===== config.mk =====
export PLATFORM = sky130hd
export DESIGN_NAME = des_key_schedule_flat
export DESIGN_NICKNAME = d
export VERILOG_FILES = /design/src/design/des_ks_pkg.sv /design/src/design/des_ks_if.sv /design/src/design/des_ks_front.sv /design/src/design/des_ks_queue.sv /design/src/design/des_ks_back.sv /design/src/design/des_key_schedule.sv /design/src/flat_wrapper.sv
export VERILOG_INCLUDE_DIRS = /design/src /design/src/design
export SDC_FILE = /design/constraint.sdc
export NUM_CORES = 1
export LEC_CHECK = 0
export BUFFER_PORTS_ARGS = -buffer_cell sky130_fd_sc_hd__buf_2
export CAP_MARGIN = 20
export CORE_ASPECT_RATIO = 0.9
export CORE_MARGIN = 2
export CORE_UTILIZATION = 39
export CTS_BUF_LIST = sky130_fd_sc_hd__clkbuf_16
export DETAILED_ROUTE_END_ITERATION = 12
export PLACE_DENSITY = 0.55
export SYNTH_ARGS = -nofsm -noshare
export SYNTH_HDL_FRONTEND = slang
export SYNTH_SLANG_ARGS = --single-unit

===== constraint.sdc =====
create_clock -name clock -period 9.05 [get_ports clock]
set_clock_uncertainty 0.1 [all_clocks]
set_input_delay 0.4525 -clock clock [delete_from_list [all_inputs] [get_ports clock]]
set_output_delay 0.4525 -clock clock [all_outputs]
set_load 0.03 [all_outputs]

===== src/design/des_key_schedule_assert.svh =====
// assertion macros for the des key schedule block
// used by des_key_schedule.sv; needs a clock and an active high reset in scope
`ifndef DES_KEY_SCHEDULE_ASSERT_SVH
`define DES_KEY_SCHEDULE_ASSERT_SVH

// same-cycle implication, checked on the rising clock edge outside reset
`define KS_ASSERT_IMPLY(lbl, clk, rst, ante, cons) \
   lbl: assert property (@(posedge clk) disable iff (rst) (ante) |-> (cons)) \
      else $error("des key schedule check failed");

// next-cycle implication, checked on the rising clock edge outside reset
`define KS_ASSERT_NEXT(lbl, clk, rst, ante, cons) \
   lbl: assert property (@(posedge clk) disable iff (rst) (ante) |=> (cons)) \
      else $error("des key schedule check failed");

`endif


===== src/design/des_ks_pkg.sv =====
// shared types, tables and functions of the des key schedule
// no dependencies; used by every other file of the block except the assertion header
`timescale 1ns / 1ps

package des_ks_pkg;

   localparam int KsKeyBits     = 64;
   localparam int KsHalfBits    = 28;
   localparam int KsPc1Bits     = 56;
   localparam int KsSubkeyBits  = 48;
   localparam int KsChunkBits   = 6;
   localparam int KsRounds      = 16;
   localparam int KsWordBits    = 32;
   localparam int KsRoundBits   = 4;
   localparam int KsShiftBits   = 5;
   localparam int KsQueueDepth  = 2;

   localparam logic [KsRoundBits-1:0] KsLastRound = 4'd15;

   // pc-1 selection table, des key bit numbers counted from the msb
   localparam logic [6:0] Pc1Table [KsPc1Bits] = '{
      7'd57, 7'd49, 7'd41, 7'd33, 7'd25, 7'd17, 7'd9,  7'd1,  7'd58, 7'd50, 7'd42, 7'd34,
      7'd26, 7'd18, 7'd10, 7'd2,  7'd59, 7'd51, 7'd43, 7'd35, 7'd27, 7'd19, 7'd11, 7'd3,
      7'd60, 7'd52, 7'd44, 7'd36, 7'd63, 7'd55, 7'd47, 7'd39, 7'd31, 7'd23, 7'd15, 7'd7,
      7'd62, 7'd54, 7'd46, 7'd38, 7'd30, 7'd22, 7'd14, 7'd6,  7'd61, 7'd53, 7'd45, 7'd37,
      7'd29, 7'd21, 7'd13, 7'd5,  7'd28, 7'd20, 7'd12, 7'd4
   };

   // pc-2 selection table over the bits of the rotated halves
   localparam logic [5:0] Pc2Table [KsSubkeyBits] = '{
      6'd14, 6'd17, 6'd11, 6'd24, 6'd1,  6'd5,  6'd3,  6'd28, 6'd15, 6'd6,  6'd21, 6'd10,
      6'd23, 6'd19, 6'd12, 6'd4,  6'd26, 6'd8,  6'd16, 6'd7,  6'd27, 6'd20, 6'd13, 6'd2,
      6'd41, 6'd52, 6'd31, 6'd37, 6'd47, 6'd55, 6'd30, 6'd40, 6'd51, 6'd45, 6'd33, 6'd48,
      6'd44, 6'd49, 6'd39, 6'd56, 6'd34, 6'd53, 6'd46, 6'd42, 6'd50, 6'd36, 6'd29, 6'd32
   };

   // cumulative left rotation of each half, first round to last
   localparam logic [KsShiftBits-1:0] CumShiftTable [KsRounds] = '{
      5'd1,  5'd2,  5'd4,  5'd6,  5'd8,  5'd10, 5'd12, 5'd14,
      5'd15, 5'd17, 5'd19, 5'd21, 5'd23, 5'd25, 5'd27, 5'd28
   };

   // one queued key: both halves after pc-1 and the order flag
   typedef struct packed {
      logic [0:KsHalfBits-1] c;
      logic [0:KsHalfBits-1] d;
      logic                  decrypt;
   } ks_entry_type;

   // the two packed output words of one subkey
   typedef struct packed {
      logic [KsWordBits-1:0] even_word;
      logic [KsWordBits-1:0] odd_word;
   } ks_words_type;

   // pc-1: bit j of the result is des key bit pc1[j]
   function automatic logic [0:KsPc1Bits-1] pc1(input logic [KsKeyBits-1:0] key);
      logic [0:KsPc1Bits-1] sel;
      for (int j = 0; j < KsPc1Bits; j++) begin
         sel[j] = key[6'(7'd64 - Pc1Table[j])];
      end
      return sel;
   endfunction

   // left rotation of a half, by up to its full length
   function automatic logic [0:KsHalfBits-1] rotl28(input logic [0:KsHalfBits-1] v,
                                                   input logic [KsShiftBits-1:0] sh);
      logic [0:2*KsHalfBits-1] vv;
      vv = {v, v};
      return vv[sh +: KsHalfBits];
   endfunction

   // pc-2 and packing of the eight 6-bit chunks into the two words
   function automatic ks_words_type pc2_pack(input logic [0:KsPc1Bits-1] cd);
      ks_words_type w;
      int           j;
      int           pos;
      w = '0;
      for (int b = 0; b < 4; b++) begin
         for (int k = 0; k < KsChunkBits; k++) begin
            pos = 29 - 8 * b - k;
            j = KsChunkBits * (2 * b) + k;
            w.even_word[pos] = cd[6'(Pc2Table[j] - 6'd1)];
            j = KsChunkBits * (2 * b + 1) + k;
            w.odd_word[pos] = cd[6'(Pc2Table[j] - 6'd1)];
         end
      end
      return w;
   endfunction

endpackage


===== src/design/des_ks_if.sv =====
// channel interfaces of the des key schedule: key requests and subkey responses
// depends on des_ks_pkg for the field widths
`timescale 1ns / 1ps

interface des_ks_req_if import des_ks_pkg::*; ();
   logic                 valid;
   logic                 ready;
   logic [KsKeyBits-1:0] key;
   logic                 func;

   modport source (output valid, key, func, input ready);
   modport sink   (input valid, key, func, output ready);
endinterface

interface des_ks_rsp_if import des_ks_pkg::*; ();
   logic                   valid;
   logic                   ready;
   logic [KsRoundBits-1:0] round;
   logic [KsWordBits-1:0]  even_word;
   logic [KsWordBits-1:0]  odd_word;
   logic                   last;

   modport source (output valid, round, even_word, odd_word, last, input ready);
   modport sink   (input valid, round, even_word, odd_word, last, output ready);
endinterface


===== src/design/des_ks_front.sv =====
// front end: takes key requests, applies pc-1 and holds the entry for the queue
// depends on des_ks_pkg and des_ks_req_if
`timescale 1ns / 1ps

module des_ks_front import des_ks_pkg::*; (
   input  logic          clock,
   input  logic          reset,
   des_ks_req_if.sink    req,
   output logic          push_valid,
   output ks_entry_type  push_data,
   input  logic          push_ready
);

   logic                 valid_ff, valid_in;
   ks_entry_type         entry_ff, entry_in;
   logic [0:KsPc1Bits-1] sel;
   logic                 take;

   // stage is free when empty or when its entry moves on this cycle
   assign req.ready = !valid_ff || push_ready;
   assign take      = req.valid && req.ready;

   // pc-1 split into the two halves
   always_comb begin
      sel              = pc1(req.key);
      entry_in.c       = sel[0:KsHalfBits-1];
      entry_in.d       = sel[KsHalfBits:KsPc1Bits-1];
      entry_in.decrypt = req.func;
   end

   always_comb begin
      valid_in = valid_ff;
      if (take) begin
         valid_in = 1'b1;
      end else if (push_ready) begin
         valid_in = 1'b0;
      end
   end

   always_ff @(posedge clock) begin
      if (reset) begin
         valid_ff <= 1'b0;
      end else begin
         valid_ff <= valid_in;
      end
   end

   // payload register
   always_ff @(posedge clock) begin
      if (take) begin
         entry_ff <= entry_in;
      end
   end

   assign push_valid = valid_ff;
   assign push_data  = entry_ff;

endmodule


===== src/design/des_ks_queue.sv =====
// short queue of pc-1 entries between the front and back ends
// depends on des_ks_pkg
`timescale 1ns / 1ps

module des_ks_queue import des_ks_pkg::*; #(
   parameter int DEPTH = KsQueueDepth
) (
   input  logic         clock,
   input  logic         reset,
   input  logic         push_valid,
   input  ks_entry_type push_data,
   output logic         push_ready,
   output logic         pop_valid,
   output ks_entry_type pop_data,
   input  logic         pop_ready
);

   localparam int PtrW = (DEPTH > 1) ? $clog2(DEPTH) : 1;
   localparam int CntW = $clog2(DEPTH + 1);

   ks_entry_type    entries [DEPTH];
   logic [PtrW-1:0] wr_ptr_ff, wr_ptr_in;
   logic [PtrW-1:0] rd_ptr_ff, rd_ptr_in;
   logic [CntW-1:0] count_ff, count_in;
   logic            push, pop;

   assign push_ready = (count_ff != CntW'(DEPTH));
   assign pop_valid  = (count_ff != '0);
   assign push       = push_valid && push_ready;
   assign pop        = pop_valid && pop_ready;
   assign pop_data   = entries[rd_ptr_ff];

   // pointer and fill count update
   always_comb begin
      wr_ptr_in = wr_ptr_ff;
      rd_ptr_in = rd_ptr_ff;
      count_in  = count_ff;
      if (push) begin
         wr_ptr_in = (wr_ptr_ff == PtrW'(DEPTH - 1)) ? '0 : wr_ptr_ff + 1'b1;
      end
      if (pop) begin
         rd_ptr_in = (rd_ptr_ff == PtrW'(DEPTH - 1)) ? '0 : rd_ptr_ff + 1'b1;
      end
      if (push && !pop) begin
         count_in = count_ff + 1'b1;
      end else if (pop && !push) begin
         count_in = count_ff - 1'b1;
      end
   end

   always_ff @(posedge clock) begin
      if (reset) begin
         wr_ptr_ff <= '0;
         rd_ptr_ff <= '0;
         count_ff  <= '0;
      end else begin
         wr_ptr_ff <= wr_ptr_in;
         rd_ptr_ff <= rd_ptr_in;
         count_ff  <= count_in;
      end
   end

   // entry storage
   always_ff @(posedge clock) begin
      if (push) begin
         entries[wr_ptr_ff] <= push_data;
      end
   end

endmodule


===== src/design/des_ks_back.sv =====
// back end: walks the sixteen rounds of one queued entry, one subkey per cycle while rsp is ready
// depends on des_ks_pkg and des_ks_rsp_if
`timescale 1ns / 1ps

module des_ks_back import des_ks_pkg::*; (
   input  logic          clock,
   input  logic          reset,
   input  logic          pop_valid,
   input  ks_entry_type  pop_data,
   output logic          pop_ready,
   des_ks_rsp_if.source  rsp
);

   logic                   active_ff, active_in;
   logic [KsRoundBits-1:0] cnt_ff, cnt_in;
   ks_entry_type           cd_ff;
   logic                   rsp_valid_ff, rsp_valid_in;
   logic [KsRoundBits-1:0] round_ff;
   logic                   last_ff;
   ks_words_type           words_ff, words_in;
   logic                   out_free, step, done, load;
   logic [KsRoundBits-1:0] shift_idx;
   logic [KsShiftBits-1:0] shift;
   logic [0:KsPc1Bits-1]   rot;

   // while a key is loaded, a subkey is produced whenever the output register can take it
   assign out_free  = !rsp_valid_ff || rsp.ready;
   assign step      = active_ff && out_free;
   assign done      = step && (cnt_ff == KsLastRound);
   assign pop_ready = !active_ff || done;
   assign load      = pop_valid && pop_ready;

   // decryption walks the shift table backward
   always_comb begin
      shift_idx = cd_ff.decrypt ? ~cnt_ff : cnt_ff;
      shift     = CumShiftTable[shift_idx];
      rot       = {rotl28(cd_ff.c, shift), rotl28(cd_ff.d, shift)};
      words_in  = pc2_pack(rot);
   end

   // round sequencing
   always_comb begin
      active_in = active_ff;
      cnt_in    = cnt_ff;
      if (load) begin
         active_in = 1'b1;
         cnt_in    = '0;
      end else if (done) begin
         active_in = 1'b0;
      end else if (step) begin
         cnt_in = cnt_ff + 1'b1;
      end
   end

   always_comb begin
      rsp_valid_in = rsp_valid_ff;
      if (step) begin
         rsp_valid_in = 1'b1;
      end else if (rsp.ready) begin
         rsp_valid_in = 1'b0;
      end
   end

   always_ff @(posedge clock) begin
      if (reset) begin
         active_ff    <= 1'b0;
         cnt_ff       <= '0;
         rsp_valid_ff <= 1'b0;
      end else begin
         active_ff    <= active_in;
         cnt_ff       <= cnt_in;
         rsp_valid_ff <= rsp_valid_in;
      end
   end

   // working halves of the current key
   always_ff @(posedge clock) begin
      if (load) begin
         cd_ff <= pop_data;
      end
   end

   // output register
   always_ff @(posedge clock) begin
      if (step) begin
         round_ff <= cnt_ff;
         last_ff  <= (cnt_ff == KsLastRound);
         words_ff <= words_in;
      end
   end

   assign rsp.valid     = rsp_valid_ff;
   assign rsp.round     = round_ff;
   assign rsp.even_word = words_ff.even_word;
   assign rsp.odd_word  = words_ff.odd_word;
   assign rsp.last      = last_ff;

endmodule


===== src/design/des_key_schedule.sv =====
// top level of the des key schedule: front end, entry queue and round engine
// depends on des_ks_pkg, des_ks_if, des_ks_front, des_ks_queue, des_ks_back
`timescale 1ns / 1ps

// Each key transferred on req yields sixteen subkey transfers on rsp, rounds
// in encryption order, or in reverse order when func is set, the sixteenth marked by
// last. The round engine turns out one subkey per cycle from its round counter
// while rsp is ready, and loads the next queued key as it finishes a key. After
// the key transfer, the first subkey passes the pc-1 register, the queue, the
// working register and the output register. Keys keep being taken while the
// engine works, until the front register and the queue (QUEUE_DEPTH entries)
// are full, and rsp may stall at any time without losing data.
module des_key_schedule import des_ks_pkg::*; #(
   parameter int QUEUE_DEPTH = KsQueueDepth
) (
   input  logic         clock,
   input  logic         reset,
   des_ks_req_if.sink   req,
   des_ks_rsp_if.source rsp
);

`include "des_key_schedule_assert.svh"

   logic         push_valid, push_ready;
   ks_entry_type push_data;
   logic         pop_valid, pop_ready;
   ks_entry_type pop_data;

   des_ks_front u_front (
      .clock      (clock),
      .reset      (reset),
      .req        (req),
      .push_valid (push_valid),
      .push_data  (push_data),
      .push_ready (push_ready)
   );

   des_ks_queue #(
      .DEPTH (QUEUE_DEPTH)
   ) u_queue (
      .clock      (clock),
      .reset      (reset),
      .push_valid (push_valid),
      .push_data  (push_data),
      .push_ready (push_ready),
      .pop_valid  (pop_valid),
      .pop_data   (pop_data),
      .pop_ready  (pop_ready)
   );

   des_ks_back u_back (
      .clock     (clock),
      .reset     (reset),
      .pop_valid (pop_valid),
      .pop_data  (pop_data),
      .pop_ready (pop_ready),
      .rsp       (rsp)
   );

   // last marks exactly the final round index
   `KS_ASSERT_IMPLY(a_last_round, clock, reset, rsp.valid,
                    rsp.last == (rsp.round == KsLastRound))
   // within a key, rounds follow each other without gaps
   `KS_ASSERT_NEXT(a_round_seq, clock, reset, rsp.valid && rsp.ready && !rsp.last,
                   rsp.valid && (rsp.round == $past(rsp.round) + 4'd1))
   // a queued entry is only taken when the engine is free or finishing
   `KS_ASSERT_IMPLY(a_pop_gap, clock, reset, pop_valid && pop_ready && rsp.valid && !rsp.ready,
                    rsp.last)

endmodule

===== src/flat_wrapper.sv =====
// flat-port wrapper written by rule: the top's interface ports become plain ports
module des_key_schedule_flat import des_ks_pkg::*;
#(
   parameter int QUEUE_DEPTH = KsQueueDepth
)
  (clock, reset, req_valid, req_key, req_func, req_ready, rsp_valid, rsp_round, rsp_even_word, rsp_odd_word, rsp_last, rsp_ready);
  des_ks_req_if req_i ();
  des_ks_rsp_if rsp_i ();
  input  logic clock;
  input  logic reset;
  input wire logic [$bits(req_i.valid)-1:0] req_valid;
  input wire logic [$bits(req_i.key)-1:0] req_key;
  input wire logic [$bits(req_i.func)-1:0] req_func;
  output wire logic [$bits(req_i.ready)-1:0] req_ready;
  output wire logic [$bits(rsp_i.valid)-1:0] rsp_valid;
  output wire logic [$bits(rsp_i.round)-1:0] rsp_round;
  output wire logic [$bits(rsp_i.even_word)-1:0] rsp_even_word;
  output wire logic [$bits(rsp_i.odd_word)-1:0] rsp_odd_word;
  output wire logic [$bits(rsp_i.last)-1:0] rsp_last;
  input wire logic [$bits(rsp_i.ready)-1:0] rsp_ready;
  assign req_i.valid = req_valid;
  assign req_i.key = req_key;
  assign req_i.func = req_func;
  assign req_ready = req_i.ready;
  assign rsp_valid = rsp_i.valid;
  assign rsp_round = rsp_i.round;
  assign rsp_even_word = rsp_i.even_word;
  assign rsp_odd_word = rsp_i.odd_word;
  assign rsp_last = rsp_i.last;
  assign rsp_i.ready = rsp_ready;
  des_key_schedule #(.QUEUE_DEPTH(QUEUE_DEPTH)) u_core (.clock(clock), .reset(reset), .req(req_i), .rsp(rsp_i));
endmodule

Word-level counts from Yosys, hierarchy flattened --
Memory sizes are Yosys's and may differ from the RTL's. A register that Yosys moved wholly into a read port is not among the register bits. Index checks and enable logic that the tools add are counted.
Word-level totals: output and inout port bits 71, RAM bits 114, bits of input ports 69, memories 2, word-level logic and storage cells 67, register bits after elaboration 121, ROM bits 80
Operators by class: magnitude comparators 1, eq/ne operators 2, reductions and logical operators 22, bitwise operators 4, add/sub/neg operators 5, shift-type cells 2, multiplexer cells 15
Memories:
- u_core.u_queue.entries | depth 2, width 57, read ports 1, clocked after Yosys merged registers in 1, wr ports 1, RTL line des_ks_queue.sv:21 | ks_entry_type entries [DEPTH];
- (no name shown) | depth 16, width 5, read ports 1, clocked after Yosys merged registers in 0, wr ports 0, RTL line des_ks_back.sv:36 | shift = CumShiftTable[shift_idx];
Operators with widths (count):
- $shiftx A56 B6 Y57 | 2
- $mux W1 | 10
- $mux W5 | 2
- $reduce_bool A2 Y1 | 5
- $logic_and A1 B1 Y1 | 7
- $not A5 Y6 | 1
- $ge A5 B5 Y1 const B | 1
- $logic_not A1 Y1 | 5
- $not A4 Y5 | 1
- $add A4 B1 Y4 const B | 1
- $eq A4 B4 Y1 const B | 1
- $mux W2 | 2
- $mux W4 | 1
- $not A4 Y4 | 1
- $logic_or A1 B1 Y1 | 3
- $add A1 B1 Y1 const B | 2
- $add A2 B1 Y2 const B | 1
- $ne A2 B2 Y1 const B | 1
- $reduce_and A2 Y1 | 1
- $reduce_or A2 Y1 | 1
- $sub A2 B1 Y2 const B | 1
- $not A1 Y1 | 1

Logic depth before layout (Yosys ltp) --
Gate-level depths: netlist of run 1.
depth in word-level cells 9, depth in mapped cells 10, gate-level depth less buffers 8

By module --
A second synthesis of run 1 with hierarchy kept.
Second synthesis, totals: cells, all modules 837, area, all modules 13494.2 um^2
Modules (own cells, without submodules):
- des_ks_back | times used 1, cells an instance 574, area each 7388.3 um^2, sequential area each 3423.3 um^2
- des_ks_queue | times used 1, cells an instance 201, area each 4339.2 um^2, sequential area each 3523.4 um^2
- des_ks_front | times used 1, cells an instance 62, area each 1766.7 um^2, sequential area each 1731.7 um^2

Worst setup path after synthesis of run 1 --
Ideal clock, no wire load.
path type flip-flop to flip-flop, start point register u_core.u_back.rsp_valid_ff (netlist: u_core.u_back.rsp.valid), end point register u_core.u_back.cnt_ff[3], library setup time 0.070 ns, stages on the path, launching flop included 6, arrival time 4.053 ns, period minus slack after synthesis 4.223 ns, path slack 4.827 ns, data required time 8.880 ns, path buffers 0, path through dfxtp_1 > nor2b_1 > nor2b_1 > nand2_1 > or3_1 > a21oi_1
Between the ends: word-level cells in the longest chain between the ends 7, elaborated cells on any way between the ends 9, classes of those cells bitwise: 1; reduce/logical: 8
RTL lines:
- start: declaration | RTL line des_ks_back.sv:17 | logic rsp_valid_ff, rsp_valid_in;
- start signal: assignment | RTL line des_ks_back.sv:72 | rsp_valid_ff <= rsp_valid_in;
- $logic_not A1 Y1 * | RTL line des_ks_back.sv:27 | assign out_free = !rsp_valid_ff || rsp.ready;
- $logic_or A1 B1 Y1 * | RTL line des_ks_back.sv:27
- $logic_and A1 B1 Y1 * | RTL line des_ks_back.sv:28 | assign step = active_ff && out_free;
- $logic_and A1 B1 Y1 | RTL line des_ks_back.sv:29 | assign done = step && (cnt_ff == KsLastRound);
- $logic_or A1 B1 Y1 | RTL line des_ks_back.sv:30 | assign pop_ready = !active_ff || done;
- $logic_and A1 B1 Y1 | RTL line des_ks_back.sv:31 | assign load = pop_valid && pop_ready;
- $reduce_or A2 Y1 (no line)
- end signal: assignment | RTL line des_ks_back.sv:71 | cnt_ff <= cnt_in;
- end: declaration | RTL line des_ks_back.sv:15 | logic [KsRoundBits-1:0] cnt_ff, cnt_in;
Every way passes the cells marked *; elsewhere a longest branch is shown, timed or not. A chain may end at the register's enable or synchronous reset.

Final worst setup path of run 1 --
start point register u_core.u_back.cnt_ff[3], end point register u_core.u_back.words_ff (netlist bit u_core.u_back.rsp.odd_word[27]), data pin
Between the ends: word-level cells in the longest chain between the ends 8
RTL lines:
- $not A4 Y4 | RTL line des_ks_back.sv:35 | shift_idx = cd_ff.decrypt ? ~cnt_ff : cnt_ff;
- $mux W4 * | RTL line des_ks_back.sv:35
- $not A4 Y5 (not written as such) * | RTL line des_ks_back.sv:36
- $mem_v2 Z16 W5 *
- $mux W5 (not written as such) * (2 in a row) | RTL line des_ks_back.sv:36
- $not A5 Y6 (not written as such) * | RTL line des_ks_pkg.sv:70 | return vv[sh +: KsHalfBits];
- $shiftx A56 B6 Y57 * | RTL line des_ks_pkg.sv:70
- net u_core.u_back.rot (one bit) | RTL line des_ks_back.sv:24 | logic [0:KsPc1Bits-1] rot;
- end signal: assignment | RTL line des_ks_back.sv:88 | words_ff <= words_in;
- end: declaration | RTL line des_ks_back.sv:20 | ks_words_type words_ff, words_in;
Mark *: on every way through the listed nets, which the timed path passes. The rest lies on a longest branch. The select of a mux whose other input is x is not followed.

==> results of run 1 <==
## worst max-delay path: stages, from the launching register on
cell and delay (ns):
dfxtp_1 0.82, o21bai_1 0.22, a22oi_2 0.11, xnor2_4 0.18, buf_4 0.80, mux2i_1 0.37
mux2i_1 0.19, mux2_1 0.36, mux2i_1 0.23
## registers in the layout (all words and copies together), names as in the netlist
| name | flops |
|---|---|
| u_core.u_back.active_ff | 1 |
| u_core.u_back.cd_ff | 57 |
| u_core.u_back.cnt_ff | 4 |
| u_core.u_back.rsp.even_word | 24 |
| u_core.u_back.rsp.last | 1 |
| u_core.u_back.rsp.odd_word | 24 |
| u_core.u_back.rsp.round | 4 |
| u_core.u_back.rsp.valid | 1 |
| u_core.u_front.push_data | 57 |
| u_core.u_front.push_valid | 1 |
| u_core.u_queue.count_ff | 2 |
| u_core.u_queue.entries | 114 |
| u_core.u_queue.rd_ptr_ff | 1 |
| u_core.u_queue.wr_ptr_ff | 1 |
## cells by family after synthesis
group	share of synthesized area [%]
AOI/OAI and AO/OA	3.27
and+or+nand+nor	2.13
xor gates and xnor gates	0.668
other	0.0286
adders and majority gates	0.191
muxes	24.7
buffers and inverters	2.95
DFF	66.0
## worst max path at each step
stage,startpoint,end,cells past startpoint
2_1_floorplan,u_core.u_back.rsp.valid$_SDFFE_PP0P_,u_core.u_back.cnt_ff[3]$_SDFFE_PP0P_,5
4_1_cts,u_core.u_back.cnt_ff[3]$_SDFFE_PP0P_,u_core.u_back.rsp.odd_word[17]$_DFFE_PP_,8
6_report,u_core.u_back.cnt_ff[3]$_SDFFE_PP0P_,u_core.u_back.rsp.odd_word[27]$_DFFE_PP_,8
3_5_place_dp,u_core.u_back.cnt_ff[3]$_SDFFE_PP0P_,u_core.u_back.rsp.odd_word[17]$_DFFE_PP_,8
3_3_place_gp,u_core.u_back.cnt_ff[3]$_SDFFE_PP0P_,u_core.u_back.rsp.odd_word[27]$_DFFE_PP_,8
5_1_grt,u_core.u_back.cnt_ff[3]$_SDFFE_PP0P_,u_core.u_back.rsp.odd_word[27]$_DFFE_PP_,8
## layout make-up
class / count / area [um^2]
fill: 2851 / 17500
sequential: 292 / 8660
multi-input combinational: 453 / 4180
timing repair buffer: 186 / 1250
clock buffer: 31 / 776
tap: 422 / 528
clock inverter: 24 / 151
inverter: 6 / 22.5
## power by group through the flow
stage / sequential (uW) / combinational [uW] / clock, uW
2_1_floorplan: 2330 / 1770 / 0
3_3_place_gp: 2100 / 2630 / 0
3_5_place_dp: 2110 / 2640 / 0
4_1_cts: 2080 / 2680 / 1190
5_1_grt: 2110 / 2900 / 1240
6_report: 2080 / 2670 / 1160
## routing by layer
metal  up-vias  share of wire [%]  wire (um)
met5         -                  0          0
met4         0                2.1        533
met3        35                4.6       1170
met2       162                 39       9980
met1      3345                 54      13900
li1       3418                  -          -
## cells in the final DEF, fill, tap and decap left out, drive strengths merged, types with 4 or more instances in the layout
cell type,Yosys,layout
buf,48,128
conb,1,16
inv,6,12
o22ai,4,4
a21o,4,4
xor2,6,6
nand3,6,6
mux2,103,103
o2bb2ai,4,4
o21ai,16,16
nor2,12,12
o221ai,4,4
dfxtp,11,11
dlygate4sd3,0,58
a21oi,17,17
nand2,16,16
mux2i,201,201
nand2b,7,7
clkinv,0,15
edfxtp,281,281
clkbuf,12,31
## stage by stage
| stage | instance area, um^2 | power [uW] | worst slack (ns) | std cells |
|---|---|---|---|---|
| finish | 15600 | 5910 | 5.43 | 1414 |
| floorplan | 13200 | 4100 | 4.83 | 811 |
| global route | 15600 | 6250 | 5.19 | 1414 |
| global placement | 14100 | 4740 | 5.50 | 1301 |
| CTS | 15600 | 5950 | 5.45 | 1414 |
| detailed placement | 14100 | 4750 | 5.47 | 1301 |
## Yosys cell counts (all sizes together)
cell type,count
o21ai,16
ha,2
a221oi,2
and3,2
dfxtp,11
a22oi,1
and2,3
inv,6
a21o,4
a211o,3
nor2,12
nor2b,3
buf,48
nand3b,1
xnor2,1
xor2,6
a221o,1
conb,1
o22ai,4
mux4,3
a211oi,3
clkbuf,12
o221ai,4
a22o,2
nand2,16
nand4,1
mux2i,201
nor3b,1
nand3,6
nor3,2
nand2b,7
o2bb2ai,4
o22a,2
or3,3
o21bai,1
a21oi,17
edfxtp,281
mux2,103
==> results.py, run 1 <==
metrics = {
    "die": {
        "design.die.area_um2": 35100,
        "core_area_um2": 33000,
        "die_height_um": 178,
        "rows": 63,
        "pin_count": 140,
        "die_w_um": 197,
        "initial_core_util_pct": 39.7,
    },
    "global_routing": {
        "busiest_layer": "met1",
        "met2_usage_pct": 19.6,
        "grtUsageMet3_pct": 2.47,
        "overflow": 0,
        "gr-usage-met1_pct": 23.7,
        "antenna_found_initial": 0,
        "grt.total_usage_pct": 14.5,
        "grt_pass1_vias": 6818,
        "grt_max_degree": 74,
        "grt_pass1_wl_mm": 39.6,
    },
    "timing": {
        "relSlewSlack_pct": 29.9,
        "max_freq_ghz": 0.276,
        "worstMarginPinSlew_ns": 1.05,
        "hold_viol_final": 0,
        "setup_viol": 0,
        "whs_ns": 0.0370,
        "rsz0062_at_grt": "false",
        "setup_tns_ns": 0,
        "slew_violations": 0,
        "period_minus_slack_ns": 3.62,
        "period_share_pct": 40.0,
    },
    "drt": {
        "drt_iter0_drc": 306,
        "dr.pass1.iters": 4,
        "wl_per_cell_um": 18.1,
        "drt_drc_violations_left": 0,
        "via_per_inst": 4.92,
        "vias": 6960,
        "antenna_left": 0,
        "wl_mm": 25.6,
    },
    "cts": {
        "cts_resized": 0,
        "cts_tree": "done",
        "numCtsBuffers": 31,
        "clk_latency_ns": 0.57,
        "htree_levels": 1,
        "cts.reportedPaths.clkPinSlew_ns": 0.06,
        "cts_setup_buffers": 0,
        "hold_buffers": 58,
        "cts_root_buf": "clkbuf_16",
        "clkSinkCount": 292,
        "clock_path_buffers": 3,
    },
    "synthesis": {
        "syn_inst": 796,
        "ys_seq_area_share_pct": 66.0,
        "yosys-top-cells-area": "edfxtp_1, mux2i_1, mux2_2",
        "yosysWarnings": 0,
        "synth.distinct_cells": 46,
        "synth_top_area_cell": "edfxtp_1",
        "syn_area_um2": 13100,
        "ys_seq_elements": 292,
        "synth_top_area_share_pct": 64.4,
        "synth_area_per_cell_um2": 16.5,
    },
    "min_path": {
        "hold_path.class": "in -> reg",
        "min_to": "u_core.u_queue.rd_ptr_ff$_SDFFE_PP0P_",
        "min_from": "reset",
        "hold_depth": 2,
    },
    "power": {
        "p_int_uw": 3670,
        "seqPwrFrac_pct": 35.2,
        "switching_power_uw": 2240,
        "p_comb_share_pct": 45.2,
        "pwr-share-clk_pct": 19.6,
        "power_switching_share_pct": 37.9,
        "p_leak_uw": 0.00575,
        "p_per_area_nw_per_um2": 379,
        "ir_drop_v": 0.000233,
    },
    "cells_and_area": {
        "final_core_util_pct": 47.1,
        "antenna_cells": 0,
        "layout.nets": 1041,
        "drive_gt1_share_pct": 28.7,
        "area_growth_pct": 18.8,
    },
    "critical_path": {
        "cp-start-kind": "flip-flop",
        "crit_arrival_ns": 3.91,
        "crit_required_ns": 9.34,
        "cp_max_fo": 73,
        "rrSetupSlack_ns": 5.43,
        "rr_worst_depth": 8,
        "r2r-end": "u_core.u_back.rsp.odd_word[27]$_DFFE_PP_",
        "crit_path_end_kind": "flip-flop",
        "worst-setup-path-type": "reg -> reg",
        "r2r-start": "u_core.u_back.cnt_ff[3]$_SDFFE_PP0P_",
    },
    "placement": {
        "hpwlAfterDp_mm": 16.7,
        "portBuffers": 115,
        "routabilityCongestion": 0.766,
    },
    "run": {
        "maxCapViolCount": 0,
    },
    "outcome": {
        "outcome": "completed",
    },
}
Note: power is estimated with default switching activity, not from simulation.
==> inputs of run 2 (changes only) <==
- clock period: 9.05 -> 3.8 ns (I/O delays scaled with it)
==> run 2 against run 1 <==
  * Cell area rose by 1.6%
  * Hold slack gained 0.19 ns
  * Wire length fell by 1.1%
  * Register-to-register slack got worse by 4.9 ns
  * Core utilization rose by 0.75 points
  * Critical endpoint is now u_core.u_back.rsp.odd_word[13]$_DFFE_PP_
  * Largest power group unchanged
  * Highest routed layer unchanged
==> results.py, run 2 (synthesized netlist as in run 1, its figures left out) <==
metrics = {
    "cells_and_area": {
        "final_common_cell": "edfxtp_1",
        "layout_common_cells": "edfxtp_1, mux2i_1, buf_2",
        "largest_register": "u_core.u_queue.entries",
        "seqCellArea_um2": 8660,
        "area_growth_pct": 20.6,
        "nFillCells": 2854,
        "layout.nets": 1053,
        "largest_reg_flops": 114,
        "multi_input_area_um2": 4170,
        "antenna_cells": 0,
        "fin_cells": 1427,
        "drive_gt1_share_pct": 29.5,
        "design_area_um2": 15800,
    },
    "timing": {
        "setup_tns_ns": 0,
        "hold_viol_final": 0,
        "slew_violations": 0,
        "period_minus_slack_ns": 3.27,
        "relSlewSlack_pct": 38.5,
        "rsz0062_at_grt": "false",
        "max_freq_ghz": 0.306,
        "whs_ns": 0.227,
        "period_share_pct": 86.0,
        "worstMarginPinSlew_ns": 0.921,
        "setup_viol": 0,
    },
    "critical_path": {
        "crit_path_end_kind": "flip-flop",
        "crit_arrival_ns": 3.47,
        "critPathMaxStageDelay_ns": 0.80,
        "crit_top_cell": "mux2i_1",
        "worst-path-buf-inv": 1,
        "slowest_stage": "dfxtp_1",
        "crit_chain": "xor2_4, buf_12, mux2i_1, mux2i_1, mux2i_1, mux2i_1, mux2_2",
        "crit_required_ns": 4.00,
        "worst-setup-path-type": "reg -> reg",
        "cp_max_fo": 15,
        "cp_top_family": "multiplexers",
        "cp-start-kind": "flip-flop",
    },
    "outcome": {
        "outcome": "completed",
    },
    "die": {
        "design.die.area_um2": 35100,
        "die_height_um": 178,
        "rows": 63,
        "initial_core_util_pct": 39.7,
        "core_area_um2": 33000,
        "die_w_um": 197,
        "pin_count": 140,
    },
    "cts": {
        "clkSinkCount": 292,
        "clock_path_buffers": 3,
        "cts_root_buf": "clkbuf_16",
        "cts.reportedPaths.clkPinSlew_ns": 0.06,
        "htree_levels": 1,
        "clk_latency_ns": 0.57,
        "cts_resized": 0,
        "cts_tree": "done",
        "numCtsBuffers": 30,
    },
    "drt": {
        "drt_iter0_drc": 370,
        "drt_drc_violations_left": 0,
        "vias": 6914,
        "wl_mm": 25.3,
        "via_per_inst": 4.85,
        "dr.pass1.iters": 4,
        "antenna_left": 0,
        "wl_per_cell_um": 17.7,
    },
    "placement": {
        "portBuffers": 115,
        "hpwlAfterDp_mm": 17.7,
        "routabilityCongestion": 0.796,
        "dp_cells": 1311,
        "dpl-instance-area_um2": 14200,
    },
    "global_routing": {
        "grt.total_usage_pct": 14.5,
        "antenna_found_initial": 0,
        "grt_max_degree": 58,
        "grt_pass1_vias": 6819,
        "overflow": 0,
        "grt_pass1_wl_mm": 39.5,
    },
    "run": {
        "maxCapViolCount": 0,
    },
    "min_path": {
        "hold_path.class": "in -> reg",
    },
    "power": {
        "p_leak_uw": 0.00588,
        "ir_drop_v": 0.000451,
        "p_per_area_nw_per_um2": 906,
    },
}
[run 2: changes by cell type in the layout (fill, tap and decap cells not counted), sizes merged]
cell	change
clkinvlp	-1
dlygate4sd3	+3
clkbuf	-1
bufinv	+3
inv	+2
buf	+10
clkinv	-3
[run 2: path summary, 6_finish.rpt]
path / from / end / slack [ns] / depth (start not counted)
setup reg to reg: u_core.u_back.cnt_ff[3]$_SDFFE_PP0P_ / u_core.u_back.rsp.odd_word[13]$_DFFE_PP_ / 0.53 / 7
hold reg to reg: u_core.u_front.push_data[11]$_DFFE_PP_ / u_core.u_queue.entries[1][11]$_DFFE_PP_ / 0.34 / 0
setup / recovery: u_core.u_back.cnt_ff[3]$_SDFFE_PP0P_ / u_core.u_back.rsp.odd_word[13]$_DFFE_PP_ / 0.53 / 7
hold / removal: req_key[9] / u_core.u_front.push_data[27]$_DFFE_PP_ / 0.23 / 2
[run 2: area by class of cell]
class / count / area share, %
inverters: 6 / 0.142
well taps: 422 / 3.34
clock inverters: 25 / 1.56
flip-flops and latches: 292 / 54.8
multi-input cells: 453 / 26.4
clock buffers: 30 / 4.75
repair buffers: 199 / 9.07
[run 2: per-stage QoR]
stage	setup WS (ns)	power, uW	util [%]
floorplan	0.226	9750	-
global placement	0.585	11400	43.0
detailed placement	0.567	11400	43.0
CTS	0.539	14400	47.9
global route	0.278	15200	47.9
finish	0.530	14300	47.9
[run 2: per-layer routing]
metal	track usage (%)	wire length, um
met1	23.4	13500
met2	20.2	10200
met4	3.45	504
met3	2.36	1170
met5	0	0
[run 2: repair_timing]
action | CTS | global route
setup buffers | 0 | 0
endpoints found under the hold margin | 67 | 0
setup endpoints to repair | 0 | 0
hold buffers | 61 | 0
[run 2: report_power, final]
group	internal (uW)	switching [uW]	total, uW
sequential	4650	340	4990
combinational	2630	3800	6430
clock	1710	1190	2900
total	9000	5330	14300
